$ cat config.mk
export PLATFORM = sky130hd
export DESIGN_NAME = projection_profile_segmenter
export DESIGN_NICKNAME = d
export VERILOG_FILES = /design/src/rtl/core/pps_pkg.sv /design/src/rtl/core/projection_profile_segmenter.sv
export SDC_FILE = /design/constraint.sdc
export NUM_CORES = 1
export LEC_CHECK = 0
export ABC_AREA = 0
export BUFFER_PORTS_ARGS = -buffer_cell sky130_fd_sc_hd__buf_2
export CAP_MARGIN = 20
export CORE_ASPECT_RATIO = 1.1
export CORE_UTILIZATION = 55
export CTS_BUF_LIST = sky130_fd_sc_hd__clkbuf_4 sky130_fd_sc_hd__clkbuf_8
export CTS_CLUSTER_SIZE = 12
export DETAILED_ROUTE_END_ITERATION = 7
export HOLD_SLACK_MARGIN = 0.05
export PLACE_DENSITY = 0.83
export SYNTH_ARGS = -nofsm -noshare
export SYNTH_HDL_FRONTEND = slang
export SYNTH_SLANG_ARGS = --single-unit
export TNS_END_PERCENT = 20
$ cat constraint.sdc
create_clock -name clk_i -period 11.6 [get_ports clk_i]
set_input_delay 0.58 -clock clk_i [delete_from_list [all_inputs] [get_ports clk_i]]
set_output_delay 0.58 -clock clk_i [all_outputs]
set_load 0.03 [all_outputs]
$ cat src/rtl/core/pps_pkg.sv
// Package for the projection profile segmenter.
// Holds field widths, parameter defaults, register indexes and the result entry type.
// No dependencies.
`timescale 1ns / 1ps

package pps_pkg;

  // Default profile length; the position counter saturates at one below it.
  localparam int unsigned MAX_LENGTH_DEFAULT = 4096;

  // Fixed widths of the transaction fields.
  localparam int unsigned VALUE_W  = 13;
  localparam int unsigned START_W  = 12;
  localparam int unsigned LENGTH_W = 13;
  localparam int unsigned CFG_W    = 13;
  localparam int unsigned CFG_IDX_W = 2;

  // Depth of the result queue; it must hold the two results of one item.
  localparam int unsigned RES_DEPTH = 4;
  localparam int unsigned RES_PTR_W = $clog2(RES_DEPTH);
  localparam int unsigned RES_CNT_W = $clog2(RES_DEPTH + 1);

  // Configuration register indexes.
  localparam logic [CFG_IDX_W-1:0] REG_INK_THRESHOLD     = 2'd0;
  localparam logic [CFG_IDX_W-1:0] REG_MIN_GAP_LENGTH    = 2'd1;
  localparam logic [CFG_IDX_W-1:0] REG_MIN_OBJECT_LENGTH = 2'd2;

  typedef struct packed {
    logic [START_W-1:0]  seg_start;
    logic [LENGTH_W-1:0] seg_length;
    logic                seg_valid;
    logic                frame_done;
    logic                run_last;
  } result_t;

endpackage

$ cat src/rtl/core/projection_profile_segmenter.sv
// Projection profile segmenter: top level, segmentation logic and result queue.
// Depends on pps_pkg for widths, register indexes and the result entry type.
`timescale 1ns / 1ps

// Takes one projection value per row or column and cuts the profile into objects.
// A value above ink_threshold is ink, anything else is gap; a gap run of at least
// min_gap_length (0 behaves as 1) closes the open object, a shorter gap followed by
// ink is absorbed. A closed object spanning at least min_object_length positions is
// reported with its start and length. The item flagged final_position flushes any
// open object and then yields a bare end marker with frame_done set; run_last marks
// the last result of each item. Rate: one input transaction per clock cycle while
// in_stall_o is low; each item is classified and the state updated in the cycle it is
// accepted, and its zero, one or two results land in a four-entry result queue that
// drains one result a cycle while out_stall_i is low. Input is held off only while
// that queue could not take two more results. Positions past MAX_LENGTH-1 saturate.
// Configuration is written through cfg_we_i / cfg_idx_i /
// cfg_data_i while the block is idle; an index beyond the register list is ignored.
module projection_profile_segmenter
  import pps_pkg::*;
#(
  parameter int unsigned MAX_LENGTH = MAX_LENGTH_DEFAULT
) (
  input  logic                 clk_i,
  input  logic                 rst_ni,
  // configuration write port
  input  logic                 cfg_we_i,
  input  logic [CFG_IDX_W-1:0] cfg_idx_i,
  input  logic [CFG_W-1:0]     cfg_data_i,
  // input channel
  input  logic                 in_valid_i,
  output logic                 in_stall_o,
  input  logic [VALUE_W-1:0]   proj_value_i,
  input  logic                 final_position_i,
  // output channel
  output logic                 out_valid_o,
  input  logic                 out_stall_i,
  output logic [START_W-1:0]   seg_start_o,
  output logic [LENGTH_W-1:0]  seg_length_o,
  output logic                 seg_valid_o,
  output logic                 frame_done_o,
  output logic                 run_last_o
);

  // Position width follows the profile length; lengths need one bit more.
  localparam int unsigned POS_W = $clog2(MAX_LENGTH);
  localparam int unsigned LEN_W = POS_W + 1;
  // Common width for compares against the 13-bit registers and for field slicing.
  localparam int unsigned CMP_W = (LEN_W > LENGTH_W) ? LEN_W : LENGTH_W;
  localparam logic [POS_W-1:0] POS_MAX = POS_W'(MAX_LENGTH - 1);

  typedef enum logic [1:0] {
    PH_IDLE,
    PH_INK,
    PH_GAP
  } phase_e;

  // Configuration registers.
  logic [CFG_W-1:0] ink_thr_q;
  logic [CFG_W-1:0] min_gap_q;
  logic [CFG_W-1:0] min_obj_q;

  always_ff @(posedge clk_i or negedge rst_ni) begin
    if (!rst_ni) begin
      ink_thr_q <= '0;
      min_gap_q <= CFG_W'(1);
      min_obj_q <= CFG_W'(1);
    end else if (cfg_we_i) begin
      case (cfg_idx_i)
        REG_INK_THRESHOLD:     ink_thr_q <= cfg_data_i;
        REG_MIN_GAP_LENGTH:    min_gap_q <= cfg_data_i;
        REG_MIN_OBJECT_LENGTH: min_obj_q <= cfg_data_i;
        default: ;  // drop writes beyond the register list
      endcase
    end
  end

  // Segmentation state.
  phase_e           phase_q, phase_d;
  logic [POS_W-1:0] obj_beg_q, obj_beg_d;
  logic [POS_W-1:0] gap_beg_q, gap_beg_d;
  logic [POS_W-1:0] pos_q, pos_d;

  logic             in_accept;
  logic             ink;
  logic [CFG_W-1:0] need;
  logic [CMP_W-1:0] gap_run;
  logic             close_hit;
  logic [LEN_W-1:0] close_end;
  logic [LEN_W-1:0] obj_len;
  logic             obj_emit;
  logic [CMP_W-1:0] start_ext;
  logic [CMP_W-1:0] len_ext;
  result_t          obj_res;
  result_t          mark_res;

  assign in_accept = in_valid_i && !in_stall_o;

  // Classify the item and advance the phase; at most one object closes per item.
  always_comb begin
    ink       = proj_value_i > ink_thr_q;
    need      = (min_gap_q == '0) ? CFG_W'(1) : min_gap_q;
    phase_d   = phase_q;
    obj_beg_d = obj_beg_q;
    gap_beg_d = gap_beg_q;
    pos_d     = pos_q;
    gap_run   = '0;
    close_hit = 1'b0;
    close_end = '0;

    if (ink) begin
      if (phase_q == PH_IDLE) begin
        obj_beg_d = pos_q;
      end
      phase_d = PH_INK;
    end else begin
      case (phase_q)
        PH_INK, PH_GAP: begin
          if (phase_q == PH_INK) begin
            gap_beg_d = pos_q;
            phase_d   = PH_GAP;
          end
          gap_run = CMP_W'(pos_q) - CMP_W'(gap_beg_d) + CMP_W'(1);
          // gap long enough: close the object at its last ink position
          if (gap_run >= CMP_W'(need)) begin
            close_hit = 1'b1;
            close_end = LEN_W'(gap_beg_d);
            phase_d   = PH_IDLE;
          end
        end
        default: ;
      endcase
    end

    if (final_position_i) begin
      // flush whatever is still open, then restart the profile
      if (phase_d == PH_INK) begin
        close_hit = 1'b1;
        close_end = LEN_W'(pos_q) + LEN_W'(1);
      end else if (phase_d == PH_GAP) begin
        close_hit = 1'b1;
        close_end = LEN_W'(gap_beg_d);
      end
      phase_d = PH_IDLE;
      pos_d   = '0;
    end else if (pos_q < POS_MAX) begin
      pos_d = pos_q + POS_W'(1);
    end

    obj_len  = close_end - LEN_W'(obj_beg_d);
    obj_emit = close_hit && (CMP_W'(obj_len) >= CMP_W'(min_obj_q));

    start_ext = CMP_W'(obj_beg_d);
    len_ext   = CMP_W'(obj_len);

    obj_res.seg_start  = start_ext[START_W-1:0];
    obj_res.seg_length = len_ext[LENGTH_W-1:0];
    obj_res.seg_valid  = 1'b1;
    obj_res.frame_done = 1'b0;
    obj_res.run_last   = !final_position_i;

    mark_res.seg_start  = '0;
    mark_res.seg_length = '0;
    mark_res.seg_valid  = 1'b0;
    mark_res.frame_done = 1'b1;
    mark_res.run_last   = 1'b1;
  end

  always_ff @(posedge clk_i or negedge rst_ni) begin
    if (!rst_ni) begin
      phase_q   <= PH_IDLE;
      obj_beg_q <= '0;
      gap_beg_q <= '0;
      pos_q     <= '0;
    end else if (in_accept) begin
      phase_q   <= phase_d;
      obj_beg_q <= obj_beg_d;
      gap_beg_q <= gap_beg_d;
      pos_q     <= pos_d;
    end
  end

  // Result queue: up to two pushes and one pop per cycle.
  result_t              res_q [RES_DEPTH];
  logic [RES_PTR_W-1:0] wr_ptr_q, rd_ptr_q;
  logic [RES_CNT_W-1:0] cnt_q;
  logic [1:0]           push_n;
  logic                 pop;
  logic [RES_PTR_W-1:0] wr_ptr_nx;

  assign push_n    = in_accept ? (2'(obj_emit) + 2'(final_position_i)) : 2'd0;
  assign pop       = out_valid_o && !out_stall_i;
  assign wr_ptr_nx = wr_ptr_q + RES_PTR_W'(1);

  // Hold off input until two free slots are guaranteed.
  assign in_stall_o = cnt_q > RES_CNT_W'(RES_DEPTH - 2);

  always_ff @(posedge clk_i) begin
    if (in_accept) begin
      if (obj_emit) begin
        res_q[wr_ptr_q] <= obj_res;
        if (final_position_i) begin
          res_q[wr_ptr_nx] <= mark_res;
        end
      end else if (final_position_i) begin
        res_q[wr_ptr_q] <= mark_res;
      end
    end
  end

  always_ff @(posedge clk_i or negedge rst_ni) begin
    if (!rst_ni) begin
      wr_ptr_q <= '0;
      rd_ptr_q <= '0;
      cnt_q    <= '0;
    end else begin
      wr_ptr_q <= wr_ptr_q + RES_PTR_W'(push_n);
      if (pop) begin
        rd_ptr_q <= rd_ptr_q + RES_PTR_W'(1);
      end
      cnt_q <= cnt_q + RES_CNT_W'(push_n) - RES_CNT_W'(pop);
    end
  end

  assign out_valid_o  = cnt_q != '0;
  assign seg_start_o  = res_q[rd_ptr_q].seg_start;
  assign seg_length_o = res_q[rd_ptr_q].seg_length;
  assign seg_valid_o  = res_q[rd_ptr_q].seg_valid;
  assign frame_done_o = res_q[rd_ptr_q].frame_done;
  assign run_last_o   = res_q[rd_ptr_q].run_last;

endmodule

Word level (Yosys, flattened, before mapping)
Memories as Yosys holds them, arrays and structs flattened.
Cells that the tools add are included.
{ "classes": {"n_addsub": 11, "mul": 0, "div_mod_pow": 0, "magnitude_cmp": 5, "n_eq_ne": 6, "shift": 0, "n_mux": 39, "n_bitwise": 1, "reduce_logical": 16} }
{ "ops": {"columns": ["operator", "count"], "rows": [
  ["12-bit 2-to-1 mux", 12],
  ["13-bit 2-to-1 mux", 4],
  ["28-bit 2-to-1 mux", 1],
  ["13-bit greater-or-equal comparator", 2],
  ["1-bit 2-to-1 mux", 16],
  ["12-bit by 1-bit adder with 13-bit output, second input constant", 1],
  ["13-bit by 1-bit adder with 13-bit output, second input constant", 1],
  ["13-bit greater-than comparator", 1],
  ["13-bit zero test", 1],
  ["12-bit by 12-bit subtractor with 13-bit output", 1],
  ["13-bit by 12-bit subtractor with 13-bit output", 1],
  ["12-bit by 1-bit adder with 12-bit output, second input constant", 1],
  ["12-bit less-than comparator, second input constant", 1],
  ["2-bit 2-to-1 mux", 6],
  ["2-bit AND reduction", 4],
  ["2-bit by 1-bit equality test with 1-bit output, second input constant", 3],
  ["2-bit equality test, second input constant", 3],
  ["2-bit by 1-bit adder with 2-bit output, second input constant", 2],
  ["2-bit zero test", 2],
  ["3-bit by 2-bit adder with 3-bit output", 1],
  ["3-bit by 2-bit greater-than comparator with 1-bit output, second input constant", 1],
  ["1-bit logical AND", 3],
  ["1-bit zero test", 3],
  ["3-bit nonzero test", 1],
  ["6 further kinds", 6]
]} }
{ "word_totals": {"register_bits": 84, "latch_bits": 0, "ram_bits": 112, "mem_bits_ro": 0, "in_bits": 34, "output_inout_bits": 30, "word_cells": 89, "mem_count": 1} }
{ "mem_list": {"columns": ["memory", "words", "width", "read_ports", "rd_ports_with_merged_regs", "wr", "line", "rtl"], "rows": [
  ["res_q", 4, 28, 1, 0, 2, "projection_profile_segmenter.sv:183", "result_t res_q [RES_DEPTH];"]
]} }

Logic depth before layout (Yosys ltp)
{ "logic_depth": {"word_depth": 21, "mapped_depth": 50, "ltp_nobuf": 49} }

Worst setup path before layout
Ideal clock, no wire load.
{ "synth_path": {"path_type": "reg-to-reg", "start": "register phase_q[1]", "end": "register cnt_q[2]", "setup_ns": 0.123, "arrival_ns": 9.596, "required_time_ns": 11.477, "slack_ns": 1.881, "path_stages_with_launch": 50, "n_path_buf": 2, "period_less_slack_ns": 9.719, "cell_sequence": "dfrtp_1 -> inv_1 -> ha_1 -> buf_1 -> mux2i_1 -> ha_1 -> ha_1 -> inv_1 -> fa_1 -> nor2b_1 -> o21ai_0 -> a21boi_0 -> o21ai_0 -> a21boi_0 -> o21ai_0 -> a211o_1 -> o211ai_1 -> ha_1 -> (+14 left out) -> a21oi_1 -> xor2_1 -> ha_1 -> nand2_1 -> o21bai_1 -> a31oi_1 -> nor3_1 -> a21o_1 -> ha_1 -> nor2_1 -> inv_1 -> ha_1 -> inv_1 -> ha_1 -> inv_1 -> fa_1 -> xor2_1 -> xnor2_1"} }
{ "synth_between": {"elab_chain_cells": 21, "word_cells_on_any_way": 39, "cone_classes": "6 x add/sub; 2 x order compare; 4 x eq/ne; 24 x mux; 3 x reduce/logical"} }
{ "synth_rtl": {"columns": ["item", "line", "rtl"], "rows": [
  ["from (decl)", "projection_profile_segmenter.sv:78", "phase_e phase_q, phase_d;"],
  ["from (signal assigned)", "projection_profile_segmenter.sv:175", "phase_q <= phase_d;"],
  ["2-bit by 1-bit equality test with 1-bit output", "projection_profile_segmenter.sv:116, projection_profile_segmenter.sv:118", null],
  ["12-bit 2-to-1 mux", "projection_profile_segmenter.sv:118", "if (phase_q == PH_INK) begin"],
  ["12-bit 2-to-1 mux", "projection_profile_segmenter.sv:116", "case (phase_q)"],
  ["12-bit 2-to-1 mux", "projection_profile_segmenter.sv:110", "if (ink) begin"],
  ["12-bit by 12-bit subtractor with 13-bit output", "projection_profile_segmenter.sv:122", "gap_run = CMP_W'(pos_q) - CMP_W'(gap_beg_d) + CMP_W'(1);"],
  ["13-bit by 1-bit adder with 13-bit output", "projection_profile_segmenter.sv:122", null],
  ["13-bit greater-or-equal comparator", "projection_profile_segmenter.sv:124", "if (gap_run >= CMP_W'(need)) begin"],
  ["2-bit 2-to-1 mux", "projection_profile_segmenter.sv:124", null],
  ["(+5 left out)", null, null],
  ["13-bit 2-to-1 mux", "projection_profile_segmenter.sv:134", "if (final_position_i) begin"],
  ["13-bit by 12-bit subtractor with 13-bit output", "projection_profile_segmenter.sv:149", "obj_len = close_end - LEN_W'(obj_beg_d);"],
  ["13-bit greater-or-equal comparator", "projection_profile_segmenter.sv:150", "obj_emit = close_hit && (CMP_W'(obj_len) >= CMP_W'(min_obj_q));"],
  ["1-bit logical AND *", "projection_profile_segmenter.sv:150", null],
  ["1-bit by 1-bit adder with 2-bit output *", "projection_profile_segmenter.sv:190", "assign push_n = in_accept ? (2'(obj_emit) + 2'(final_position_i)) : 2'd0;"],
  ["2-bit 2-to-1 mux *", "projection_profile_segmenter.sv:190", null],
  ["3-bit by 2-bit adder with 3-bit output *", "projection_profile_segmenter.sv:220", "cnt_q <= cnt_q + RES_CNT_W'(push_n) - RES_CNT_W'(pop);"],
  ["3-bit by 1-bit subtractor with 3-bit output *", "projection_profile_segmenter.sv:220", null],
  ["to (signal assigned)", "projection_profile_segmenter.sv:220", null],
  ["to (decl)", "projection_profile_segmenter.sv:185", "logic [RES_CNT_W-1:0] cnt_q;"]
]} }
Every way passes the cells marked *; elsewhere a longest branch is shown, timed or not. The select of a mux whose other input is x is not followed.
A chain may end at the register's enable or synchronous reset.

==> results.md <==
- Adder-cell share of the synthesized area: 9.62%
- Max-capacitance violation count: 0
- Sequential fraction of the synthesis area: 37.7%
- Setup WS post-layout: 834 ps
- Setup TNS: 0 ps
- Synth cell types: 63
- Core ar.: 0.0206 sq mm
- Vias: 10240
- EDFF count, synth: 0
- First-pass GRT wire length: 50300 um
- DR WL/cell: 20.0 um
- Top sig layer: met4
- Largest net degree at the start of global routing: 101
- Final hold vios: 0
- Fin Clk Skew: 21.6 ps
- Num CTS Buffers: 17
- Clk buf depth: 2
- Clock Latency Late Sink: 480 ps
- Pre-CTS setup slack: 536 ps
- CTS tree: built
- Most used DFF post-synth: dfxtp_1
- Share of post-route cells with drive strength above 1: 16.4%
- Drt drc: 0
- Vias per cell: 6.55
- Rows: 55
- Die area: 0.0216 sq mm
- Fin crit period: 10770 ps
- GRT Residual Overflow: 0
- Post-synthesis compound-gate area fraction: 17.2%
- Power per cell area: 250 mW/mm^2
- GRT Util Overall: 29.2%
- Largest family of logic cells by synthesized area: compound AO/OA/AOI/OAI gates
- Initial antenna violation count: 0
- CP Launch Type: register
- CP arrival: 11170 ps
- Syn. warnings: 0
- CP Max Fanout: 16
- Die W: 140 um
- Period Utilization, post-route: 92.8%
- Die H: 154 um
- CTS root buf: clkbuf_8
- Syn nets: 1393
- Wire length on met3: 2130 um
- Hold Slack: 362 ps
- Slew headroom: 30.8%
- Crit-path max cell delay: 710 ps
- Status: completed
- CP max-delay cell: a22oi_2
- Syn Area/Cell: 9.08 sq um
- H-tree levels: 4
- Final WL: 31200 um
- Number of synthesized register bits: 196
- IO buf count: 63
- Post-CTS Setup Inserts: 0
- Worst-margin pin slew: 1040 ps
- Starting Density: 56.1%
- Setup repair after global routing missed its margin: no
- Post-synth ARST share: 42.9%
- Diode count: 0
- Final setup viols: 0
- Simple-gate share of the synthesized area: 17.0%
- Clock Pin Slew Worst Setup and Hold Paths: 110 ps
- VDD IR-drop max: 0.000148 V
- Leakage: 5.28 nW
- Final #Nets: 1415
- Drt first-iter violations: 1234
- Met2 wire length: 15100 um
- Met1 WL: 12800 um
- Setup Crit Path Kind: register to register
- Final slew viol count: 0
- Xor-xnor portion of the synthesized cell area: 2.43%
- Drt pass-1 iters: 6
- # IOs: 64
- Post-synthesis cell count: 1272
- WP data required: 12000 ps
- HP Class: input pin to register
- Gpl congestion: 0.956
- Most used cell, CP: ha_1
- Area growth syn-to-layout: 8.34%
- Final Power: 3.13 mW
- Critical Path Sink Type: register
- Post-layout util: 60.8%
- Sink Count: 196
- Mux share of post-synthesis cell area: 10.3%
- Number of global-route vias before repair: 9950
- Achievable frequency: 92.9 MHz
- Post-route ant nets: 0
- Hpwl dp: 21400 um
- Post-synthesis cell area: 0.0115 sq mm
sequential cells by signal (all words and copies together) (netlist names):
signal	flops
obj_beg_q	12
min_obj_q	13
ink_thr_q	13
pos_q	12
rd_ptr_q	2
min_gap_q	13
wr_ptr_q	2
cnt_q	3
gap_beg_q	12
res_q	112
phase_q	2
repair_timing:
| action | in CTS | in global routing |
|---|---|---|
| setup endpoints to repair | 0 | 114 |
| gates resized for setup | 0 | 5 |
| hold endpoints to repair | 23 | 0 |
| hold buffers | 1 | 0 |
worst max-delay path, delay by kind of cell (launching register included):
kind / cells / cell delay (ps)
buf+inv: 5 / 780
xor+xnor: 1 / 170
fa+ha+maj: 9 / 2590
mux: 1 / 390
compound gates: 20 / 4790
simple gates: 10 / 1590
flops: 1 / 420
layer usage:
layer / vias up / GRT usage (%)
met1: 4936 / 36.7
met5: - / 0
met4: 0 / 13.2
met3: 117 / 5.11
li1: 4709 / -
met2: 478 / 49.1
cell usage after synthesis, types with 4 or more instances:
master / n / area (sq um)
a21oi_1: 138 / 691
nor4_1: 4 / 25.0
a211oi_1: 5 / 37.5
clkbuf_1: 70 / 263
o21ai_1: 5 / 25.0
o21a_1: 11 / 82.6
nor3_1: 10 / 50.1
buf_1: 8 / 30.0
nand2b_1: 6 / 37.5
ha_1: 84 / 1050
or3_1: 4 / 25.0
buf_6: 10 / 113
o221ai_1: 5 / 43.8
dfxtp_1: 112 / 2240
o41ai_1: 4 / 35.0
inv_1: 66 / 248
and3_1: 13 / 81.3
dfrtp_1: 82 / 2050
a21o_1: 6 / 45.0
nand4b_1: 4 / 35.0
nor2_1: 55 / 206
mux2_2: 30 / 338
o21ai_0: 68 / 340
nand4_1: 59 / 369
a211o_1: 5 / 43.8
mux2i_1: 22 / 220
nor2b_1: 12 / 75.1
mux4_2: 28 / 631
xor2_1: 11 / 96.3
o211ai_1: 51 / 383
a22oi_1: 4 / 30.0
o31ai_1: 4 / 30.0
xnor2_1: 21 / 184
nand3_1: 117 / 586
nand2_1: 90 / 338
final timing paths:
| kind | startpoint | end | slack, ps | cells past startpoint |
|---|---|---|---|---|
| hold reg to reg | res_q[2][1] | res_q[2][1] | 460 | 2 |
| setup / recovery | phase_q[1] | res_q[1][15] | 830 | 46 |
| setup reg to reg | phase_q[1] | res_q[1][15] | 830 | 46 |
| min in group asynchronous | rst_ni | ink_thr_q[8] | 530 | 2 |
| max in group asynchronous | rst_ni | pos_q[11] | 9990 | 3 |
| hold / removal | cfg_data_i[2] | ink_thr_q[2] | 360 | 3 |
cell type report:
type,count,area [sq um]
multi-input cells,918,6640
clock inverters,12,116
well taps,256,320
repair buffers,95,564
clock buffers,20,275
fillers,1698,8070
inverters,66,248
flip-flops and latches,196,4350
cells by family after synthesis:
family                     Yosys count
and+or+nand+nor                    389
AOI/OAI and AO/OA                  330
DFF                                196
buffers and inverters              158
adders and majority gates           87
muxes                               80
xor gates and xnor gates            32
power by group:
| part | leakage (nW) | switching, mW | internal, mW |
|---|---|---|---|
| clock network | 0.199 | 0.267 | 0.174 |
| logic | 3.12 | 1.06 | 0.653 |
| registers | 1.96 | 0.138 | 0.843 |
| total | 5.28 | 1.46 | 1.67 |
cells in the final DEF (no fill, tap or decap), types with 4 or more instances in the layout:
master,netlist,routed
a21oi_1,138,138
nand3_1,117,117
dfxtp_1,112,112
nand2_1,90,90
ha_1,84,83
dfrtp_1,82,81
o21ai_0,68,68
inv_1,66,66
buf_2,3,62
nand4_1,59,59
nor2_1,55,53
o211ai_1,51,51
buf_4,1,31
mux2_2,30,30
mux4_2,28,28
mux2i_1,22,22
xnor2_1,21,20
clkbuf_8,0,20
and3_1,13,12
o21a_1,11,11
nor2b_1,12,10
xor2_1,11,10
nor3_1,10,9
a21o_1,6,6
nand2b_1,6,6
a211oi_1,5,5
a211o_1,5,5
o221ai_1,5,5
nor4_1,4,4
o41ai_1,4,4
or3_1,4,4
o21ai_2,0,4
a22oi_2,0,4
nand4b_1,4,4
stage by stage:
step	area, sq um	std cells
floorplan	11500	1272
global placement	12100	1529
detailed placement	12100	1529
CTS	12500	1562
global route	12500	1563
finish	12500	1563
Power figures use the tool's default switching activity.
